**src/rtl/rnc_ram.sv**
```systemverilog
// ----------------------------------------------------------------------------
// rnc_ram: generic single-port-write, single-port-read RAM
// One write and one registered read per cycle.
// ----------------------------------------------------------------------------
module rnc_ram #(
  parameter int unsigned WIDTH = 8,
  parameter int unsigned DEPTH = 16
) (
  input  logic                     clk,
  input  logic                     we,
  input  logic [$clog2(DEPTH)-1:0] waddr,
  input  logic [WIDTH-1:0]         wdata,
  input  logic [$clog2(DEPTH)-1:0] raddr,
  output logic [WIDTH-1:0]         rdata
);

  logic [WIDTH-1:0] mem [DEPTH];
  logic [WIDTH-1:0] rdata_r;

  always_ff @(posedge clk) begin
    if (we) begin
      mem[waddr] <= wdata;
    end
    rdata_r <= mem[raddr];
  end

  assign rdata = rdata_r;

endmodule

```
**config.mk**
```make
export PLATFORM = sky130hd
export DESIGN_NAME = rnc_ram
export DESIGN_NICKNAME = d
export VERILOG_FILES = /design/src/rtl/rnc_ram.sv
export SDC_FILE = /design/constraint.sdc
export NUM_CORES = 1
export LEC_CHECK = 0
export BUFFER_PORTS_ARGS = -buffer_cell sky130_fd_sc_hd__buf_2
export CAP_MARGIN = 20
export CORE_MARGIN = 2
export CORE_UTILIZATION = 30
export DETAILED_ROUTE_END_ITERATION = 16
export GPL_TIMING_DRIVEN = 0
export HOLD_SLACK_MARGIN = 0.05
export PLACE_DENSITY_LB_ADDON = 0.08
export SLEW_MARGIN = 10
export SYNTH_ARGS = -nofsm -noshare
export SYNTH_HDL_FRONTEND = slang
export SYNTH_SLANG_ARGS = --single-unit
```
**constraint.sdc**
```tcl
create_clock -name clk -period 2.3 [get_ports clk]
set_input_delay 0.46 -clock clk [delete_from_list [all_inputs] [get_ports clk]]
set_output_delay 0.46 -clock clk [all_outputs]
set_load 0.005 [all_outputs]
```
==> impl_metrics.toml <==
[synth]
yosys_warnings = 0
synth_top_area_share_pct = 74.7
synthArstFlopShare_pct = 0
synth_ff_type = "edfxtp_1"
synth_area_leaders = "edfxtp_1, mux4_2, mux4_1"
netlist_area_sq_um = 5150
synth_edf_count = 128
ys_ff_latch = 136
syn_area_per_cell_sq_um = 22.5
netlist_instances = 229
post-synth-top-count-cell = "edfxtp_1"
yosys.area.top_type = "edfxtp_1"
synth_common_cells = "edfxtp_1, mux4_2, a22oi_1"
ys_seq_area_share_pct = 77.8
synth_fp_nets = 247
synth.distinct_cells = 19

[timing]
setup_violations = 0
hold_ws_ns = 0.453
skew_ns = 0.0122
slew_headroom_pct = 40.2
fin_crit_ns = 1.81
worstMarginPinSlew_ns = 0.894
fmax_mhz = 553
rsz0062_at_grt = "no"
post-route-period-util_pct = 78.6
hold_violations = 0
maxSlewViolCount = 0

[layout]
n_antenna_cell = 0
nets = 291
finalInstanceArea_sq_um = 6070
drive_gt1_share_pct = 28.3
fill_cells = 1566
area_growth_pct = 18.0

[global_route]
grt_first_pass_wirelength_microns = 16600
antenna_found_initial = 0
grt_overflow = 0
track_usage_pct = 13.6
grt_pass1_vias = 2493
grt_max_degree = 17

[worst_hold_path]
min_path_type = "in -> reg"
min_from = "wdata[6]"

[worst_setup_path]
critPathLaunchType = "primary input"
worstPathCellList = "buf_2, or3b_2, nor2_1"
max_stage_delay_ns = 0.71
arrival_ns = 1.84
critPathRequiredTime_ns = 2.33
critPathLaunch = "waddr[2]"
critPathMaxFanout = 8
slowest_stage = "nor2_1"
r2r_start = "mem[7][7]"
worstSetupEndpointType = "flip-flop"
path_class = "in -> reg"

[floorplanning]
die_height_microns = 135
core_area_sq_um = 16700
die-area_sq_um = 18200
die_w_microns = 135
start_util_pct = 30.8
io_pins = 26
rows = 47

[clocking]
cts_root_buffer = "clkbuf_16"
cts_tree = "built"
postCtsSetupRepairBufs = 0
cts_resized = 0
cts_made_buffers = 17
cts_buffer_depth = 2
numClockSinks = 136
cts_hold_buf = 0
cts.clk_slew.worst_paths_ns = 0.05
htree_levels = 4
worst_skew_pair.late_latency_ns = 0.41

[routing]
drt_pass1_iterations = 4
ant_nets = 0
wirelength_microns = 11400
wl_per_cell_microns = 22.5
vias_per_cell = 4.80
drtIter0Drc = 136
vias = 2427
remaining_drc_errors = 0

[job]
drv_cap = 0

[place]
dp_hpwl_microns = 7170
dpl_cell_area_sq_um = 5560
io_buffers = 24
gp_congestion = 0.672

[power_and_ir_drop]
powerDensity_nw_per_um2 = 891
vdd_ir_drop_max_uv = 506
p_leak_nw = 2.00

[outcome]
status = "complete, no violations"
cell usage in the layout, fill, tap and decap left out:
| cell | netlist | routed |
|---|---|---|
| a22oi_1 | 16 | 16 |
| nand3b_1 | 2 | 2 |
| clkbuf_1 | 0 | 8 |
| buf_4 | 1 | 1 |
| nor2_1 | 13 | 13 |
| clkinv_2 | 0 | 4 |
| edfxtp_1 | 128 | 128 |
| nand2_1 | 9 | 9 |
| nand3_1 | 1 | 1 |
| and2b_1 | 1 | 1 |
| nor3_1 | 4 | 1 |
| clkbuf_8 | 0 | 2 |
| buf_6 | 3 | 3 |
| clkbuf_16 | 0 | 17 |
| mux4_1 | 14 | 14 |
| clkdlybuf4s25_2 | 3 | 3 |
| dfxtp_1 | 8 | 8 |
| nor3_2 | 0 | 3 |
| clkinvlp_4 | 0 | 1 |
| nor2b_1 | 1 | 1 |
| and2_1 | 1 | 1 |
| mux4_2 | 18 | 18 |
| nand2b_1 | 2 | 2 |
| buf_2 | 3 | 28 |
| or3b_2 | 1 | 1 |
metrics by stage:
step	worst slack [ns]	TNS [ns]	power [mW]	util [%]	std cells
5_1_grt	0.389	0	5.62	36.4	506
2_1_floorplan	0.347	0	2.98	-	229
3_5_place_dp	0.0510	0	3.12	33.3	474
4_1_cts	0.488	0	5.48	36.4	506
3_3_place_gp	-0.390	-3.47	3.11	33.2	473
6_report	0.492	0	5.41	36.4	506
power by group:
group | internal, mW | total, mW | switching (mW)
Combinational | 0.110 | 0.274 | 0.164
Sequential | 2.77 | 2.78 | 0.0118
Clock | 1.43 | 2.35 | 0.925
registers in the layout (all words and copies together), names as in the netlist:
signal / flops
mem: 128
rdata: 8
layer usage:
layer | global-route usage, % | vias to the layer above | part of all wire, %
li1 | - | 1058 | -
met5 | 0 | - | 0
met4 | 6.31 | 0 | 2.2
met3 | 3.87 | 18 | 3.0
met1 | 18.1 | 1308 | 47
met2 | 20.9 | 43 | 48
cell families after synthesis:
family | count (synthesis) | synth area share, %
DFF | 136 | 77.8
AOI/OAI and AO/OA | 16 | 2.33
and+or+nand+nor | 35 | 3.18
buffers and inverters | 10 | 1.68
muxes | 32 | 15.0
final cells by class:
type                    instances  area [sq um]  share of cell area [%]
flip-flops and latches        136          4000                    65.9
multi-input cells              83          1070                    17.7
clock buffers                  27           483                    7.95
well taps                     220           275                    4.53
repair buffers                 25           125                    2.06
plain buffers                  10          86.3                    1.42
clock inverters                 5          27.5                   0.453
worst paths after layout:
kind | endpoint | slack (ns) | depth (start not counted)
hold / removal | mem[15][6] | 0.45 | 1
hold reg to reg | rdata[2] | 0.68 | 3
setup reg to reg | rdata[7] | 0.81 | 3
setup / recovery | mem[2][2] | 0.49 | 3
critical path, delay by kind of cell:
kind / cells / cell delay [ns]
buf+inv: 1 / 0.12
simple gates: 2 / 1.26
Note: power is estimated with default switching activity, not from simulation.
