File: src/rtl/rnc_pkg.sv
// ----------------------------------------------------------------------------
// rnc_pkg: shared constants and types
// Field widths, command and register codes, and the records that travel
// along the row of cluster cells.
// ----------------------------------------------------------------------------
package rnc_pkg;

  localparam int unsigned MAX_POINTS_DEF   = 1024;
  localparam int unsigned MAX_CLUSTERS_DEF = 16;

  localparam int unsigned CRD_W  = 15;  // coordinate width
  localparam int unsigned TYP_W  = 4;   // cluster type width
  localparam int unsigned QIX_W  = 10;  // query index width
  localparam int unsigned CNT_W  = 11;  // neighbor count width
  localparam int unsigned D2_W   = 31;  // squared distance width
  localparam int unsigned SQ_W   = 30;  // one squared coordinate delta
  localparam int unsigned ROOT_W = 24;  // Q.8 root width
  localparam int unsigned NCL_W  = 5;   // num_clusters register width
  localparam int unsigned RAD_W  = 15;  // radius register width
  localparam int unsigned PNT_W  = 2 * CRD_W + TYP_W;

  localparam logic [CNT_W-1:0] CNT_SAT = '1;

  localparam logic [1:0] FUNC_LOAD  = 2'd0;
  localparam logic [1:0] FUNC_QUERY = 2'd1;
  localparam logic [1:0] FUNC_CLEAR = 2'd2;

  localparam logic CFG_NUM_CLUSTERS = 1'b0;
  localparam logic CFG_RADIUS       = 1'b1;

  // one candidate point moving down the row
  typedef struct packed {
    logic             vld;
    logic [TYP_W-1:0] typ;
    logic [D2_W-1:0]  d2;
    logic             near;
  } tok_t;

  // per-cluster accumulator
  typedef struct packed {
    logic [CNT_W-1:0] cnt;
    logic [D2_W-1:0]  mind;
    logic             fnd;
  } acc_t;

  // row control
  typedef struct packed {
    logic clr;
    logic shift;
  } ctl_t;

  typedef struct packed {
    logic [TYP_W-1:0]  cluster;
    logic [CNT_W-1:0]  neighbor_count;
    logic [D2_W-1:0]   min_dist2;
    logic [ROOT_W-1:0] min_dist;
    logic              found;
    logic              error;
    logic              last;
  } res_t;

endpackage

File: src/rtl/rnc_cell.sv
// ----------------------------------------------------------------------------
// rnc_cell: one cluster cell of the accumulation row
// Accumulate count and minimum for its own cluster type, pass the candidate
// on to the next cell, and shift results toward the head during read-out.
// ----------------------------------------------------------------------------
module rnc_cell #(
  parameter int unsigned ID = 0
) (
  input  logic          clk,
  input  logic          rst_n,
  input  rnc_pkg::ctl_t ctl,
  input  rnc_pkg::tok_t tok_in,
  output rnc_pkg::tok_t tok_out,
  input  rnc_pkg::acc_t acc_in,
  output rnc_pkg::acc_t acc_out
);

  rnc_pkg::tok_t tok_r;
  rnc_pkg::acc_t acc_r, acc_nxt;
  logic          hit;

  assign hit = tok_in.vld && (tok_in.typ == rnc_pkg::TYP_W'(ID));

  always_comb begin
    acc_nxt = acc_r;
    if (ctl.clr) begin
      acc_nxt = '0;
    end else if (ctl.shift) begin
      acc_nxt = acc_in;
    end else if (hit) begin
      if (tok_in.near && acc_r.cnt != rnc_pkg::CNT_SAT) begin
        acc_nxt.cnt = acc_r.cnt + rnc_pkg::CNT_W'(1);
      end
      if (!acc_r.fnd || tok_in.d2 < acc_r.mind) begin
        acc_nxt.mind = tok_in.d2;
      end
      acc_nxt.fnd = 1'b1;
    end
  end

  always_ff @(posedge clk) begin
    if (!rst_n) begin
      tok_r.vld <= 1'b0;
      acc_r     <= '0;
    end else begin
      tok_r.vld <= tok_in.vld;
      acc_r     <= acc_nxt;
    end
    tok_r.typ  <= tok_in.typ;
    tok_r.d2   <= tok_in.d2;
    tok_r.near <= tok_in.near;
  end

  assign tok_out = tok_r;
  assign acc_out = acc_r;

endmodule

File: config.mk
export PLATFORM = sky130hd
export DESIGN_NAME = rnc_cell
export DESIGN_NICKNAME = d
export VERILOG_FILES = /design/src/rtl/rnc_pkg.sv /design/src/rtl/rnc_cell.sv
export SDC_FILE = /design/constraint.sdc
export NUM_CORES = 1
export LEC_CHECK = 0
export ABC_AREA = 1
export BUFFER_PORTS_ARGS = -buffer_cell sky130_fd_sc_hd__buf_2
export CAP_MARGIN = 40
export CORE_MARGIN = 2
export CORE_UTILIZATION = 43
export CTS_CLUSTER_SIZE = 40
export DETAILED_ROUTE_END_ITERATION = 10
export PLACE_DENSITY = 0.76
export SYNTH_ARGS = -nofsm -noshare
export SYNTH_HDL_FRONTEND = slang
export SYNTH_SLANG_ARGS = --single-unit
File: constraint.sdc
create_clock -name clk -period 1.7 [get_ports clk]
set_input_delay 0.34 -clock clk [delete_from_list [all_inputs] [get_ports clk]]
set_output_delay 0.34 -clock clk [all_outputs]
set_load 0.005 [all_outputs]
==> impl_summary.md <==
Outcome
The flow ran to the end, but the final reports show violations. The checks that failed: negative setup slack.

Synthesis
Yosys instantiated no cell more often than nand2_1. Counting flops with a built-in enable in the synthesized netlist gives 0. Yosys mapped the design onto 26 distinct sky130hd cell types. Summed over all instances, the cell type with the most area after synthesis is dfxtp_1. The post-synthesis compound-gate area fraction is 4.76%.

The share of synthesized flip-flops with an asynchronous set or reset is 0%. The count of mapped cells out of synthesis is 572. The post-synthesis average cell area is around 6.8 sq um. The number of register bits inferred by synthesis is 80. Of the total synthesized cell area, the portion taken by full adders, half adders and majority gates is 10.0%.

The area fraction in and, or, nand and nor cells after synthesis is about a third. The sequential element share of the synthesized area is 41.5%. By area the synthesized netlist is led by dfxtp_1 41%, nand2_1 24%, ha_1 10%. The synthesized netlist net count is a little under 700. During synthesis, Yosys emitted a total of 0 warnings. The fraction of post-synthesis cell area in the top cell type by area is roughly 41%. The synthesized-area fraction occupied by xor and xnor cells is about 1.4%.

Ranked by instance count, the synthesized netlist is headed by 244 x nand2_1, 83 x nor2_1, 80 x dfxtp_1. By area, the combinational part of the netlist is dominated by simple AND/OR/NAND/NOR gates. The most instantiated flip-flop cell in the synthesis netlist is dfxtp_1. Multiplexer cells account for 0% of the synthesized area. The area of the mapped netlist is 0.00386 sq mm.

Die
The top-level I/O count is 164. The floorplan step defined a core boundary enclosing 0.00872 sq mm. The initial standard-cell utilization of the core is 44.3%.

The floorplan step set the die height to 98.8 um. The die covers between 0.009 and 0.01 sq mm. The row count is 34. In this run the horizontal extent of the chip is 98.8 um.

STA
The final-report max-slew violation count came to 0. For this run, the top clock speed supported by timing is ~500 MHz. The share of the clock period used by the worst path after layout is 114%. Setup repair after global routing could not meet its margin everywhere. The time the worst path needs with I/O delays and setup is around 1.9 ns. In this run the tightest slew margin relative to its limit is a little over two thirds. The number of hold violations in the final report is 0. The setup slack of the critical path after layout is -0.245 ns. The actual slew at the worst max-slew pin is about 0.45 ns.

The total setup violations reported at the end of the flow is 31. The clock skew after layout is approximately 0.012 ns.

GRT
The global-route usage over all layers is between 20% and 30%. The first global-routing pass estimated 17800 um of wire. The initial antenna violation count is 0.

The pin count of the biggest net entering global routing is 35. The via count of the first global-routing pass is roughly 4100. The global-route congestion overflow total is 0.

Critical path
The gate family responsible for the most delay along the worst path is simple AND/OR/NAND/NOR gates. The peak fanout along the critical path is 8. The worst register-to-register path has a depth of 12. The arrival time at the worst endpoint is roughly 2.2 ns. Counting buffers and inverters, the worst setup path is 12 cells deep.

The worst register-to-register path ends at acc_out[14]. STA classifies the critical path endpoint as a register. The data required time at the worst endpoint is 1.94 ns. The critical path's most frequent cell is nor2_1. The critical-path cell with the highest stage delay is dfxtp_2. Walking the worst path, the cells encountered are inv_1 -> ha_4 -> a21o_1 -> nor2_1 -> nand2_1 -> a21oi_2 -> nand2_2 -> nand2_4 -> nand2_8 -> clkbuf_16 -> nor2_1 -> nor2_1. The critical path starts at acc_out[23]. The worst register-to-register path begins at acc_out[23].

The critical path's largest stage delay is roughly 0.32 ns. The number of buffers and inverters on the critical path is 2. The startpoint type of the worst setup path is a register. The setup slack of the most critical reg-to-reg path is -0.25 ns.

In this run the worst setup path terminates at acc_out[14]. The critical path is of the register to register type.

Pwr
The switching share of power is between 20 and 30%. The part of the power in combinational logic is between 20% and 30%. The reported leakage power is between 0.003 and 0.004 uW.

For this design the total switching power over the nets is 1320 uW. The cell area power density is around 750 mW/mm^2. Cell internal power was estimated by the tool at about 3500 uW.

The worst ir drop on vdd is around 0.48 mV. The overall power after layout is between 4000 and 5000 uW. Sequential cells account for a little over two fifths of the total power.

The part of the total power dissipated in the clock network is a little over a third.

Cells and area
The number of nets in the final layout is approximately 920. The synthesis-to-layout area growth is 65.6%. The area occupied by registers is between 0.0015 and 0.002 sq mm. Once layout is complete, the utilization of the core stands at between 70% and 80%. The area used by multi-input combinational logic is around 0.0026 sq mm.

The repair_antennas step left the layout with diodes totalling 0. The final design area excluding fillers is between 0.006 and 0.007 sq mm. The layout has between 600 and 700 filler cells. Of the cells placed in the final design, the portion with a size suffix greater than 1 is about half.

Placement
Port buffering added 163 buffers. The instance area at placement is between 0.005 and 0.006 sq mm. The post-DP HPWL is about 7700 um.

The placer's final routability congestion estimate is around 0.8.

Routing
For this block, the initial DRC count from the detailed router was 105. Using the TritonRoute via totals, the vias-per-cell ratio works out to 4.72. The number of optimization iterations in the first detailed-route pass is 4. In the routed design, unresolved DRC markers number 0. Once detail routing completed, the nets flagged for antenna violations numbered 0.

In the final routed layout, each cell accounts on average for 13.4 um. For this block, the routed nets add up to about 12000 um of wire. The total via count in the routed design is between 4000 and 5000.

Clock tree
The latest clock arrival within the worst-skew pair is roughly 0.35 ns. The hold buffer count at CTS is 0. The clock tree from TritonCTS is done. The H-tree was split into 3 levels. The clock transition time at the flip-flop clock pins of the worst setup and hold paths is ~0.09 ns.

The clock sink count is 80. The clock buffer count from CTS is 9. The cell sitting at the root of the clock tree is a clkbuf_8. The maximum root-to-sink buffer count is 2.

Hold path
The number of instances on the worst hold path is 1. The worst hold path class is input port to register.

Run
Max-cap violations in this run came to 0.
-- what timing repair did --
action | in CTS | in global routing
pin swaps | 14 | 35
hold endpoints to repair | 0 | 0
setup endpoints to repair | 42 | 42
cloned | 2 | 6
resized for setup | 68 | 110
buffers inserted | 10 | 7
-- area by class of cell --
| type | count | area share (%) |
|---|---|---|
| multi-input cells | 417 | 40.2 |
| repair buffers | 245 | 25.1 |
| flip-flops and latches | 80 | 25.6 |
| clock buffers | 10 | 1.99 |
| inverters | 56 | 3.36 |
| well taps | 108 | 2.11 |
| clock inverters | 6 | 1.68 |
-- placed cells by master (no fill, tap or decap), types with 2 or more instances in the layout --
master     Yosys  final
clkbuf_8       0      9
ha_4           0     20
nor2_2         2     15
o21ai_2        1      3
clkbuf_16      0      5
a21oi_1       20      8
o21ai_0       10      9
dfxtp_1       80     53
buf_4          0     69
nand2_8        0      2
xnor2_1        3      3
nand3_1        7      5
a21o_1         2      2
a21oi_2        0     12
nand2_2        3     39
dfxtp_2        0     27
nand2_4        1     16
buf_16         0      2
clkinv_1       2      2
ha_1          31     11
clkinv_2       0      2
nand2_1      244    192
xor2_1         3      3
nor2_4         0      3
buf_6          0      3
inv_2          4     19
nand3_2        1      2
inv_1         50     34
nor2_1        83     67
buf_12         0      2
bufinv_16      0      3
buf_2          7    163
-- how the worst min path moves through the flow --
stage	slack, ns	from	endpoint
3_3_place_gp	0.46	tok_in[35]	tok_out[35]
5_1_grt	0.09	tok_in[34]	tok_out[34]
6_report	0.11	tok_in[34]	tok_out[34]
3_5_place_dp	0.46	tok_in[34]	tok_out[34]
4_1_cts	0.1	tok_in[34]	tok_out[34]
2_1_floorplan	0.37	tok_in[0]	tok_out[0]
-- metal layers --
metal | GRT usage [%] | vias to the layer above | part of all wire (%) | routed length [um]
met5 | 0 | - | 0 | 0
met4 | 5.48 | 0 | 1.4 | 168
met3 | 5.39 | 16 | 5.4 | 668
met2 | 40.4 | 135 | 52 | 6440
met1 | 25.8 | 1991 | 41 | 5080
li1 | - | 2208 | - | -
-- sequential cells by signal (all words and copies together), names as in the netlist --
signal and flops:
acc_out 43, tok_out 37
-- kinds of logic after synthesis --
kind of cell / after synthesis
adder cells (fa/ha/maj): 31
buffers and inverters: 76
flip-flops: 80
XOR/XNOR: 6
AND/OR/NAND/NOR: 344
AO/OA/AOI/OAI: 35
-- power by group through the flow --
stage / clock network (uW) / registers (uW) / logic, uW
2_1_floorplan: 0 / 2050 / 401
3_3_place_gp: 0 / 2040 / 770
3_5_place_dp: 0 / 2040 / 792
4_1_cts: 1710 / 2010 / 895
5_1_grt: 1800 / 2020 / 1200
6_report: 1700 / 2010 / 1080
-- stage by stage --
step / worst slack [ns] / hold WS, ns / setup TNS (ns) / cells
4_1_cts: -0.192 / 0.0968 / -5.20 / 909
3_3_place_gp: -0.313 / 0.456 / -9.02 / 881
2_1_floorplan: 0.00353 / 0.368 / 0 / 572
5_1_grt: -0.366 / 0.0890 / -11.44 / 922
3_5_place_dp: -0.341 / 0.462 / -9.88 / 881
6_report: -0.245 / 0.112 / -6.17 / 922
Power figures use the tool's default switching activity.
