[config.mk]
export PLATFORM = sky130hd
export DESIGN_NAME = rnc_sqrt
export DESIGN_NICKNAME = d
export VERILOG_FILES = /design/src/rtl/rnc_pkg.sv /design/src/rtl/rnc_sqrt.sv
export SDC_FILE = /design/constraint.sdc
export NUM_CORES = 1
export LEC_CHECK = 0
export BUFFER_PORTS_ARGS = -buffer_cell sky130_fd_sc_hd__buf_2
export CORE_ASPECT_RATIO = 0.8
export CORE_MARGIN = 2
export CORE_UTILIZATION = 50
export DETAILED_ROUTE_END_ITERATION = 16
export PLACE_DENSITY = 0.7
export SETUP_SLACK_MARGIN = 0.4
export SLEW_MARGIN = 20
export SYNTH_ARGS = -nofsm -noshare
export SYNTH_HDL_FRONTEND = slang
export SYNTH_SLANG_ARGS = --single-unit
[constraint.sdc]
create_clock -name clk -period 3.4 [get_ports clk]
set_input_delay 0.68 -clock clk [delete_from_list [all_inputs] [get_ports clk]]
set_output_delay 0.68 -clock clk [all_outputs]
set_load 0.01 [all_outputs]
[src/rtl/rnc_pkg.sv]
// ----------------------------------------------------------------------------
// rnc_pkg: shared constants and types
// Field widths, command and register codes, and the records that travel
// along the row of cluster cells.
// ----------------------------------------------------------------------------
package rnc_pkg;

  localparam int unsigned MAX_POINTS_DEF   = 1024;
  localparam int unsigned MAX_CLUSTERS_DEF = 16;

  localparam int unsigned CRD_W  = 15;  // coordinate width
  localparam int unsigned TYP_W  = 4;   // cluster type width
  localparam int unsigned QIX_W  = 10;  // query index width
  localparam int unsigned CNT_W  = 11;  // neighbor count width
  localparam int unsigned D2_W   = 31;  // squared distance width
  localparam int unsigned SQ_W   = 30;  // one squared coordinate delta
  localparam int unsigned ROOT_W = 24;  // Q.8 root width
  localparam int unsigned NCL_W  = 5;   // num_clusters register width
  localparam int unsigned RAD_W  = 15;  // radius register width
  localparam int unsigned PNT_W  = 2 * CRD_W + TYP_W;

  localparam logic [CNT_W-1:0] CNT_SAT = '1;

  localparam logic [1:0] FUNC_LOAD  = 2'd0;
  localparam logic [1:0] FUNC_QUERY = 2'd1;
  localparam logic [1:0] FUNC_CLEAR = 2'd2;

  localparam logic CFG_NUM_CLUSTERS = 1'b0;
  localparam logic CFG_RADIUS       = 1'b1;

  // one candidate point moving down the row
  typedef struct packed {
    logic             vld;
    logic [TYP_W-1:0] typ;
    logic [D2_W-1:0]  d2;
    logic             near;
  } tok_t;

  // per-cluster accumulator
  typedef struct packed {
    logic [CNT_W-1:0] cnt;
    logic [D2_W-1:0]  mind;
    logic             fnd;
  } acc_t;

  // row control
  typedef struct packed {
    logic clr;
    logic shift;
  } ctl_t;

  typedef struct packed {
    logic [TYP_W-1:0]  cluster;
    logic [CNT_W-1:0]  neighbor_count;
    logic [D2_W-1:0]   min_dist2;
    logic [ROOT_W-1:0] min_dist;
    logic              found;
    logic              error;
    logic              last;
  } res_t;

endpackage

[src/rtl/rnc_sqrt.sv]
// ----------------------------------------------------------------------------
// rnc_sqrt: iterative square root in Q.8
// Restoring digit-by-digit root of din * 2^16, one result bit per cycle.
// ----------------------------------------------------------------------------
module rnc_sqrt (
  input  logic                        clk,
  input  logic                        rst_n,
  input  logic                        start,
  input  logic [rnc_pkg::D2_W-1:0]    din,
  output logic                        vld,
  output logic [rnc_pkg::ROOT_W-1:0]  root
);

  localparam int unsigned RW = rnc_pkg::ROOT_W;
  localparam int unsigned VW = 2 * RW;
  localparam int unsigned MW = RW + 2;
  localparam int unsigned NW = $clog2(RW);

  logic [VW-1:0]        val_r;
  logic [MW-1:0]        rem_r;
  logic [RW-1:0]        root_r;
  logic [NW-1:0]        cnt_r;
  logic                 busy_r, vld_r;
  logic [MW+1:0]        rem_sh, trial;

  assign rem_sh = {rem_r, val_r[VW-1 -: 2]};
  assign trial  = {2'b00, root_r, 2'b01};

  always_ff @(posedge clk) begin
    if (!rst_n) begin
      busy_r <= 1'b0;
      vld_r  <= 1'b0;
    end else if (start) begin
      busy_r <= 1'b1;
      vld_r  <= 1'b0;
    end else if (busy_r && cnt_r == '0) begin
      busy_r <= 1'b0;
      vld_r  <= 1'b1;
    end
    if (start) begin
      val_r  <= VW'({din, 16'b0});
      rem_r  <= '0;
      root_r <= '0;
      cnt_r  <= NW'(RW - 1);
    end else if (busy_r) begin
      val_r <= {val_r[VW-3:0], 2'b00};
      cnt_r <= cnt_r - NW'(1);
      if (rem_sh >= trial) begin
        rem_r  <= MW'(rem_sh - trial);
        root_r <= {root_r[RW-2:0], 1'b1};
      end else begin
        rem_r  <= MW'(rem_sh);
        root_r <= {root_r[RW-2:0], 1'b0};
      end
    end
  end

  assign vld  = vld_r;
  assign root = root_r;

endmodule

==> flow_summary_export.csv, run 1 <==
group,metric,value,unit
run_status,status,"finished clean",
layout,nets,657,
layout,multi_input_area,2860,um^2
floorplanning,rows,32,
layout,syn_to_final_growth,17.6,%
synth,async_flop_share,0,
synth,syn_inst,540,
worst_setup_path,crit_path_start,"root[1]",
worst_setup_path,r2r_cells,10,
sta,maxSlewViolCount,0,
grt,antenna_found_initial,0,
grt,grt_pass1_vias,3770,
routing,viasPerCell,5.56,
sta,slew_headroom,0.517,
layout,drive_gt1_frac,0.265,
placement,globalplace.congestion,0.884,
worst_setup_path,worstPathMaxFanout,4,
placement,hpwl,7480,um
worst_setup_path,path_depth,10,
sta,max_freq,345,MHz
sta,finalCriticalPeriod,2.90,ns
floorplanning,die_width,117,um
floorplanning,ios,59,
worst_setup_path,crit_path_end,"rem_r[21]",
routing,drc,0,
worst_setup_path,crit_arrival,3.17,ns
floorplanning,core_area,9770,um^2
sta,fin_crit_sh,0.853,
synth,synth-edff-count,31,
pwr,vdd_drop_max,0.000395,V
clock_tree,cts_tree,"done",
synth,synth_nets,601,
clock_tree,clock_latency,0.35,ns
sta,worst_slew_pin_slew,0.725,ns
sta,finalSetupViolCount,0,
sta,hold_viol,0,
synth,ys_top_cells_by_area,"dfxtp_1 (23%), edfxtp_1 (18%), mux2_2 (6.8%), mux2i_1 (6.7%), ha_1 (6.6%)",
synth,yosysTopAreaCell,"dfxtp_1",
synth,ys_types,55,
floorplanning,dieArea,11000,um^2
placement,port_buffers,58,
routing,vias,4098,
layout,regArea,2100,um^2
routing,totalWireLength,11000,um
worst_setup_path,critical_path_class,"reg2reg",
floorplanning,die_y,94.4,um
worst_setup_path,worstPathCellList,"inv_1 -> ha_4 -> o21ai_4 -> a22oi_2 -> a221o_1 -> a2111o_1 -> and3_1 -> o21a_1 -> or4_1 -> a31oi_1",
layout,fillCellCount,855,
worst_setup_path,critPathRequiredTime,3.67,ns
hold_path,min-delay-start,"vld",
worst_setup_path,crit_path_top_delay_cell,"or4_1",
hold_path,holdPathStages,2,
grt,grt-ovfl-total,0,
routing,drt_pass1_iterations,4,
routing,ant_nets,0,
clock_tree,cts_max_path_buffers,2,
hold_path,hold_path_class,"reg2reg",
worst_setup_path,cpPeakStageDelay,0.47,ns
grt,grt_start_max_net_pins,47,
clock_tree,path_clk_slew,0.07,ns
routing,drt_iter0_drc,233,
sta,rsz0062_at_grt,"no",
worst_setup_path,crit_buf_inv,1,
synth,synth-seq-area-share,0.410,
clock_tree,cts.sinks,89,
synth,syn_area,5100,um^2
floorplanning,start_util,0.522,
pwr,p_total,4.16,mW
run,maxCapViolations,0,
clock_tree,h-tree-depth,3,
worst_setup_path,reg2reg_slack,0.50,ns
sta,finClkSkew,0.00989,ns
worst_setup_path,path_delay_family,"compound AO/OA/AOI/OAI gates",
clock_tree,numCtsBuffers,9,
synth,synth_most_common_cell,"nor2_1",
synth,yosys.area.top_type_share,0.228,
sta,setup_tns,0,ns
grt,grt_pass1_wl,17800,um
grt,grt.total_usage,0.203,
pwr,powerDensity,694,nW/um^2
pwr,p_leak,2.45,nW
synth,synth_top_flop_cell,"dfxtp_1",
synth,avgSynthCellArea,9.45,um^2
layout,diodes,0,
synth,netlist_top_cells_count,"nor2_1 (72), dfxtp_1 (58), a21oi_1 (36)",
synth,synth-warning-count,0,
clock_tree,clockRootBuffer,"clkbuf_16",
worst_setup_path,crit_path_end_kind,"flop",
synth,synth.ff_latch_count,89,
routing,drt-wirelength-per-cell,14.9,um
worst_setup_path,r2r_end,"rem_r[21]",
worst_setup_path,critPathLaunchType,"flop",
worst_setup_path,reg2reg_from,"root[1]",
[cell usage in the layout, fill, tap and decap left out, types with 4 or more instances in the layout]
master,n
and2_1,4
nand2b_1,10
buf_2,58
mux2_2,31
a21o_1,8
dfxtp_1,51
a211oi_1,22
nand3_1,5
nand4_1,7
xnor2_1,10
or2_2,4
ha_1,13
nor2_1,71
a21oi_1,35
xor2_1,12
mux2i_1,34
edfxtp_1,31
or3_1,5
nand2_1,18
o21bai_1,5
nor3_1,9
o211ai_1,4
clkbuf_16,9
a31oi_1,5
nor2b_1,7
ha_2,11
dfxtp_2,6
inv_1,34
buf_4,18
o21ai_0,14
[worst register-to-register path, stage by stage, from the launching register on]
cell	delay, ns
dfxtp_2	0.37
inv_1	0.08
ha_4	0.27
o21ai_4	0.18
a22oi_2	0.13
a221o_1	0.34
a2111o_1	0.45
and3_1	0.20
o21a_1	0.18
or4_1	0.47
a31oi_1	0.16
[worst min path at each step]
stage,endpoint,slack [ns]
global route,vld,0.49
finish,vld,0.45
CTS,vld,0.46
detailed placement,vld,0.45
global placement,vld,0.43
floorplan,cnt_r[4],0.44
[power by group]
| part | leakage [nW] | total, mW | switching [mW] | internal (mW) |
|---|---|---|---|---|
| Clock | 0.152 | 1.04 | 0.457 | 0.586 |
| Sequential | 0.790 | 1.30 | 0.0815 | 1.22 |
| Combinational | 1.51 | 1.82 | 0.978 | 0.842 |
[layout make-up]
class                   count  area share
multi-input cells         386       0.477
flip-flops and latches     89       0.351
repair buffers             76      0.0709
clock buffers               9      0.0375
well taps                 136      0.0284
inverters                  34      0.0213
clock inverters             7      0.0138
[timing repair]
action | 4_1_cts | 5_1_grt
endpoints found under the setup margin | 3 | 22
pin swaps | 1 | 9
gates resized for setup | 7 | 22
hold buffers | 0 | 0
setup buffers | 1 | 10
[state kept, by name, summed over array words and instances (netlist names)]
register / count
cnt_r: 5
rem_r: 26
val_r: 32
busy_r: 1
root: 24
vld: 1
[logic make-up after synthesis]
| kind of cell | count (synthesis) | share of synthesized area |
|---|---|---|
| AND/OR/NAND/NOR | 153 | 0.143 |
| multiplexers | 65 | 0.135 |
| buffers and inverters | 65 | 0.0498 |
| adder cells (fa/ha/maj) | 27 | 0.0662 |
| XOR/XNOR | 22 | 0.0378 |
| flip-flops | 89 | 0.410 |
| AO/OA/AOI/OAI | 119 | 0.158 |
[per-layer routing]
| metal | global-route usage | routed length (um) |
|---|---|---|
| met1 | 0.290 | 5390 |
| met2 | 0.312 | 5040 |
| met3 | 0.0443 | 457 |
| met4 | 0.0559 | 123 |
| met5 | 0 | 0 |
[per-stage QoR]
step	instances	instance area, um^2	utilization	hold WS [ns]	worst slack (ns)
6_report	737	6000	0.614	0.454	0.499
4_1_cts	727	5850	0.598	0.464	0.419
5_1_grt	737	6000	0.614	0.490	0.393
3_5_place_dp	710	5490	0.562	0.453	0.355
2_1_floorplan	540	5100	-	0.440	0.578
3_3_place_gp	710	5490	0.562	0.432	0.405
Power figures use the tool's default switching activity.
==> inputs of run 2 (changes only) <==
--- a/config.mk
+++ b/config.mk
@@ -10,4 +10,5 @@
 export CORE_MARGIN = 2
 export CORE_UTILIZATION = 50
+export CTS_CLUSTER_DIAMETER = 150
 export DETAILED_ROUTE_END_ITERATION = 16
 export PLACE_DENSITY = 0.7
==> constraint.sdc (replaced) <==
create_clock -name clk -period 3.4 [get_ports clk]
set_input_delay 0.51 -clock clk [delete_from_list [all_inputs] [get_ports clk]]
set_output_delay 0.51 -clock clk [all_outputs]
set_load 0.01 [all_outputs]
==> flow_summary_export.csv, run 2 (synthesis results as in run 1) <==
group,metric,value,unit
layout,nets,649,
sta,hold_viol,0,
placement,port_buffers,58,
pwr,power.share.clock,0.262,
clock_tree,cts.sinks,89,
sta,finalCriticalPeriod,2.89,ns
pwr,powerDensity,694,nW/um^2
grt,grt_pass1_wl,17900,um
clock_tree,clock_latency,0.34,ns
worst_setup_path,worstPathMaxFanout,4,
run,maxCapViolations,0,
pwr,p_int,2.67,mW
worst_setup_path,critical_path_class,"reg2reg",
grt,antenna_found_initial,0,
routing,drt_pass1_iterations,5,
worst_setup_path,crit_path_end,"rem_r[21]",
sta,worst_slack,0.511,ns
placement,hpwl,7430,um
sta,rsz0062_at_grt,"yes",
sta,fin_crit_sh,0.850,
placement,place_ws,0.344,ns
sta,slew_headroom,0.359,
sta,hold_ws,0.410,ns
hold_path,hold_path_class,"in2reg",
run_status,status,"finished clean",
placement,post_dp_cell_area,5490,um^2
worst_setup_path,critPathLaunchType,"flop",
layout,syn_to_final_growth,17.3,%
sta,maxSlewViolCount,0,
worst_setup_path,crit_path_end_kind,"flop",
layout,post-route-cell-area,5980,um^2
routing,vias,4092,
worst_setup_path,r2r_end,"rem_r[21]",
sta,finalSetupViolCount,0,
routing,drt-wirelength-per-cell,15.3,um
pwr,p_leak,2.43,nW
layout,layout_common_cells,"nor2_1 (71), buf_2 (58), dfxtp_1 (51)",
worst_setup_path,crit_path_start,"root[2]",
floorplanning,die_width,117,um
clock_tree,clockRootBuffer,"clkbuf_16",
clock_tree,h-tree-depth,3,
pwr,vdd_drop_max,0.000358,V
grt,grt_start_max_net_pins,90,
grt,grt_pass1_vias,3720,
layout,diodes,0,
routing,ant_nets,0,
pwr,p_comb_frac,0.424,
sta,worst_slew_pin_slew,0.961,ns
layout,final_common_cell,"nor2_1",
sta,max_freq,346,MHz
clock_tree,path_clk_slew,0.06,ns
routing,drt_iter0_drc,254,
pwr,p_seq_frac,0.314,
grt,grt.total_usage,0.206,
floorplanning,rows,32,
routing,viasPerCell,5.61,
placement,globalplace.congestion,0.885,
layout,drive_gt1_frac,0.253,
grt,grt-ovfl-total,0,
floorplanning,start_util,0.522,
layout,regMostFlops,"val_r",
floorplanning,dieArea,11000,um^2
worst_setup_path,crit_arrival,3.14,ns
routing,drc,0,
pwr,switching_power,1.48,mW
routing,totalWireLength,11100,um
worst_setup_path,reg2reg_slack,0.51,ns
floorplanning,ios,59,
layout,largest_reg_flops,32,
sta,finClkSkew,0.00995,ns
clock_tree,cts_max_path_buffers,2,
clock_tree,cts_tree,"done",
worst_setup_path,reg2reg_from,"root[2]",
floorplanning,die_y,94.4,um
pwr,p_sw_frac,0.357,
sta,setup_tns,0,ns
worst_setup_path,r2r_cells,10,
worst_setup_path,critPathRequiredTime,3.65,ns
floorplanning,core_area,9770,um^2
clock_tree,numCtsBuffers,9,
[run 2: per-layer routing]
layer | track usage | up-vias | part of all wire
li1 | - | 2038 | -
met1 | 0.294 | 1922 | 0.48
met2 | 0.311 | 112 | 0.46
met3 | 0.0494 | 20 | 0.045
met4 | 0.0618 | 0 | 0.017
met5 | 0 | - | 0
[run 2: worst max-delay path, stage by stage, from the launching register on]
cell and delay (ns):
dfxtp_2 0.35, inv_1 0.05, ha_1 0.23, nor3_2 0.23, a22oi_2 0.12, a221o_1 0.34, a2111o_1 0.48, and3_1 0.19
o21a_1 0.18, or4_1 0.47, a31oi_1 0.15
[run 2: worst min-delay path by stage]
stage | startpoint | to | slack, ns | depth (start not counted)
finish | rst_n | busy_r | 0.41 | 2
global route | rst_n | busy_r | 0.41 | 2
CTS | rst_n | busy_r | 0.40 | 2
detailed placement | vld | vld | 0.44 | 2
global placement | vld | vld | 0.43 | 2
floorplan | cnt_r[4] | cnt_r[4] | 0.44 | 2
[run 2: through the flow]
| step | power, mW | util | instances |
|---|---|---|---|
| after floorplan | 2.58 | - | 540 |
| after global placement | 2.87 | 0.561 | 709 |
| after detailed placement | 2.91 | 0.561 | 709 |
| after CTS | 4.03 | 0.598 | 726 |
| after global routing | 4.40 | 0.612 | 729 |
| final | 4.15 | 0.612 | 729 |
[run 2: power groups by stage]
stage | Sequential, mW | Clock (mW) | Combinational [mW]
5_1_grt | 1.32 | 1.15 | 1.93
3_3_place_gp | 1.32 | 0 | 1.56
4_1_cts | 1.30 | 1.11 | 1.63
2_1_floorplan | 1.29 | 0 | 1.29
6_report | 1.30 | 1.09 | 1.76
3_5_place_dp | 1.32 | 0 | 1.59
[run 2: timing repair]
item	CTS	global route
resized for setup	6	25
setup endpoints to repair	2	27
hold buffers	0	0
pin swaps	2	9
buffers inserted	1	3
[run 2: final cells by class]
class | count | area [um^2]
Fill cell | 873 | 3790
Multi-Input combinational cell | 386 | 2890
Sequential cell | 89 | 2110
Timing Repair Buffer | 68 | 365
Clock buffer | 9 | 225
Tap cell | 136 | 170
Inverter | 34 | 128
Clock inverter | 7 | 100
==> inputs of run 3 (changes only) <==
- ABC_AREA: default -> 1
- clock period: 3.4 -> 2.83 ns (I/O delays scaled with it)
==> flow_summary_export.csv, run 3 <==
group,metric,value,unit
routing,drt_pass1_iterations,5,
placement,globalplace.congestion,0.978,
sta,slew_headroom,0.683,
placement,hpwl,9490,um
worst_setup_path,cpPeakStageDelay,0.35,ns
pwr,switching_power,3.88,mW
pwr,p_int,4.09,mW
layout,syn_to_final_growth,16.2,%
floorplanning,die_width,120,um
clock_tree,cts_max_path_buffers,2,
worst_setup_path,worstPathMaxFanout,8,
run,maxCapViolations,0,
layout,fillCellCount,1001,
synth,synth.ff_latch_count,89,
synth,synth-warning-count,0,
clock_tree,cts.sinks,89,
sta,maxSlewViolCount,0,
sta,worst_slew_pin_slew,0.475,ns
grt,grt_pass1_vias,4593,
worst_setup_path,critical_path_class,"reg2reg",
grt,grt_start_max_net_pins,59,
routing,viasPerCell,5.00,
sta,max_freq,439,MHz
routing,ant_nets,0,
placement,post_dp_cell_area,5800,um^2
sta,setup_tns,0,ns
layout,nets,916,
worst_setup_path,critPathRequiredTime,3.05,ns
worst_setup_path,critPathLaunchType,"flop",
clock_tree,path_clk_slew,0.07,ns
grt,grt_pass1_wl,21400,um
worst_setup_path,worstPathCellList,"inv_1 -> ha_1 -> nand2_1 -> inv_1 -> a21oi_2 -> nand2_1 -> a21oi_4 -> nand3_4 -> buf_12 -> or2_1 -> nand3_1 -> o21ai_0",
layout,final_common_cell,"nand2_1",
synth,syn_area,5340,um^2
pwr,p_comb_frac,0.638,
pwr,power.share.clock,0.156,
worst_setup_path,crit_buf_inv,3,
clock_tree,clockRootBuffer,"clkbuf_16",
synth,synth_top_flop_cell,"dfxtp_1",
clock_tree,clock_latency,0.34,ns
layout,regArea,2090,um^2
synth,synth_nets,854,
layout,multi_input_area,2690,um^2
synth,netlist_top_cells_count,"nand2_1 (303), inv_1 (131), nor2_1 (64)",
worst_setup_path,crit_path_top_delay_cell,"ha_1",
sta,fin_crit_sh,0.805,
routing,drt-wirelength-per-cell,13.1,um
clock_tree,cts_tree,"done",
routing,drt_iter0_drc,347,
sta,finClkSkew,0.00640,ns
grt,grt.total_usage,0.233,
placement,port_buffers,58,
floorplanning,dieArea,11500,um^2
worst_setup_path,crit_path_end_kind,"flop",
worst_setup_path,path_delay_family,"simple AND/OR/NAND/NOR gates",
layout,post-route-cell-area,6210,um^2
pwr,p_sw_frac,0.486,
synth,synth-edff-count,31,
grt,grt-ovfl-total,0,
synth,syn_inst,793,
synth,async_flop_share,0,
synth,ys_top_cells_by_area,"dfxtp_1 (22%), nand2_1 (21%), edfxtp_1 (17%), inv_1 (9.2%), ha_1 (6.3%)",
routing,drc,0,
floorplanning,start_util,0.517,
synth,yosys.area.top_type_share,0.217,
layout,fin_util,0.601,
routing,vias,4999,
routing,totalWireLength,13100,um
grt,antenna_found_initial,0,
hold_path,hold_path_class,"in2reg",
layout,drive_gt1_frac,0.126,
layout,regMostFlops,"val_r",
synth,yosysTopAreaCell,"dfxtp_1",
floorplanning,die_y,96.4,um
floorplanning,core_area,10300,um^2
synth,avgSynthCellArea,6.74,um^2
synth,ys_types,34,
pwr,p_seq_frac,0.206,
clock_tree,numCtsBuffers,9,
pwr,powerDensity,1280,nW/um^2
layout,layout_common_cells,"nand2_1 (300), inv_1 (131), nor2_1 (62)",
pwr,vdd_drop_max,0.000716,V
synth,synth_most_common_cell,"nand2_1",
layout,diodes,0,
pwr,p_leak,3.22,nW
layout,largest_reg_flops,32,
clock_tree,h-tree-depth,3,
worst_setup_path,crit_arrival,2.50,ns
sta,finalSetupViolCount,0,
sta,rsz0062_at_grt,"yes",
sta,finalCriticalPeriod,2.28,ns
floorplanning,ios,59,
synth,synth-seq-area-share,0.392,
run_status,status,"finished clean",
sta,hold_viol,0,
floorplanning,rows,33,
## run 3: cell count changes after synthesis, sizes merged, moves of 13 or more
cell	change
mux2i	-34
a211oi	-23
nand3	+26
o22ai	+23
a21oi	-13
mux2	-31
nand2	+286
inv	+98
## run 3: layout make-up
class / instances / area share
multi-input combinational: 549 / 0.433
clock inverter: 7 / 0.0137
clock buffer: 9 / 0.0363
tap: 140 / 0.0282
inverter: 134 / 0.0810
timing repair buffer: 72 / 0.0704
sequential: 89 / 0.337
## run 3: through the flow
| step | instances | setup WS (ns) | hold slack (ns) | power, mW |
|---|---|---|---|---|
| 6_report | 1000 | 0.551 | 0.313 | 7.97 |
| 5_1_grt | 1000 | 0.349 | 0.316 | 8.72 |
| 4_1_cts | 996 | 0.367 | 0.301 | 7.44 |
| 3_5_place_dp | 978 | 0.261 | 0.441 | 6.09 |
| 3_3_place_gp | 978 | 0.363 | 0.438 | 6.02 |
| 2_1_floorplan | 793 | 0.417 | 0.422 | 5.26 |
## run 3: final timing paths
check,cells past startpoint,start,slack (ns),to
hold / removal,3,rst_n,0.31,vld
setup / recovery,12,root[17],0.55,rem_r[16]
hold reg to reg,2,vld,0.45,vld
setup reg to reg,12,root[17],0.55,rem_r[16]
## run 3: power by group through the flow
| stage | Sequential, mW | Clock (mW) | Combinational (mW) |
|---|---|---|---|
| after floorplan | 1.63 | 0 | 3.62 |
| after global placement | 1.66 | 0 | 4.36 |
| after detailed placement | 1.67 | 0 | 4.42 |
| after CTS | 1.64 | 1.26 | 4.54 |
| after global routing | 1.66 | 1.32 | 5.74 |
| final | 1.64 | 1.24 | 5.08 |
## run 3: timing repair
action	4_1_cts	5_1_grt
hold buffers	0	0
setup buffers	2	4
setup endpoints to repair	20	20
resized for setup	1	11
pin swaps	0	0
## run 3: logic make-up after synthesis
family / count (synthesis) / synth area share
simple gates: 424 / 0.320
buf+inv: 155 / 0.112
flops: 89 / 0.392
compound gates: 83 / 0.0883
fa+ha+maj: 27 / 0.0632
xor+xnor: 15 / 0.0246
## run 3: layer usage
layer	routed length [um]	vias to the layer above	global-route usage	share of wire
met4	175	0	0.0667	0.013
met5	0	-	0	0
met2	5730	116	0.374	0.44
met1	6440	2263	0.323	0.49
met3	800	19	0.0464	0.061
li1	-	2601	-	-
## run 3: worst reg2reg max path, delay by kind of cell (launching register included)
kind / cells / cell delay, ns
simple gates: 5 / 0.73
compound gates: 3 / 0.41
buf+inv: 3 / 0.33
fa+ha+maj: 1 / 0.35
flops: 1 / 0.32
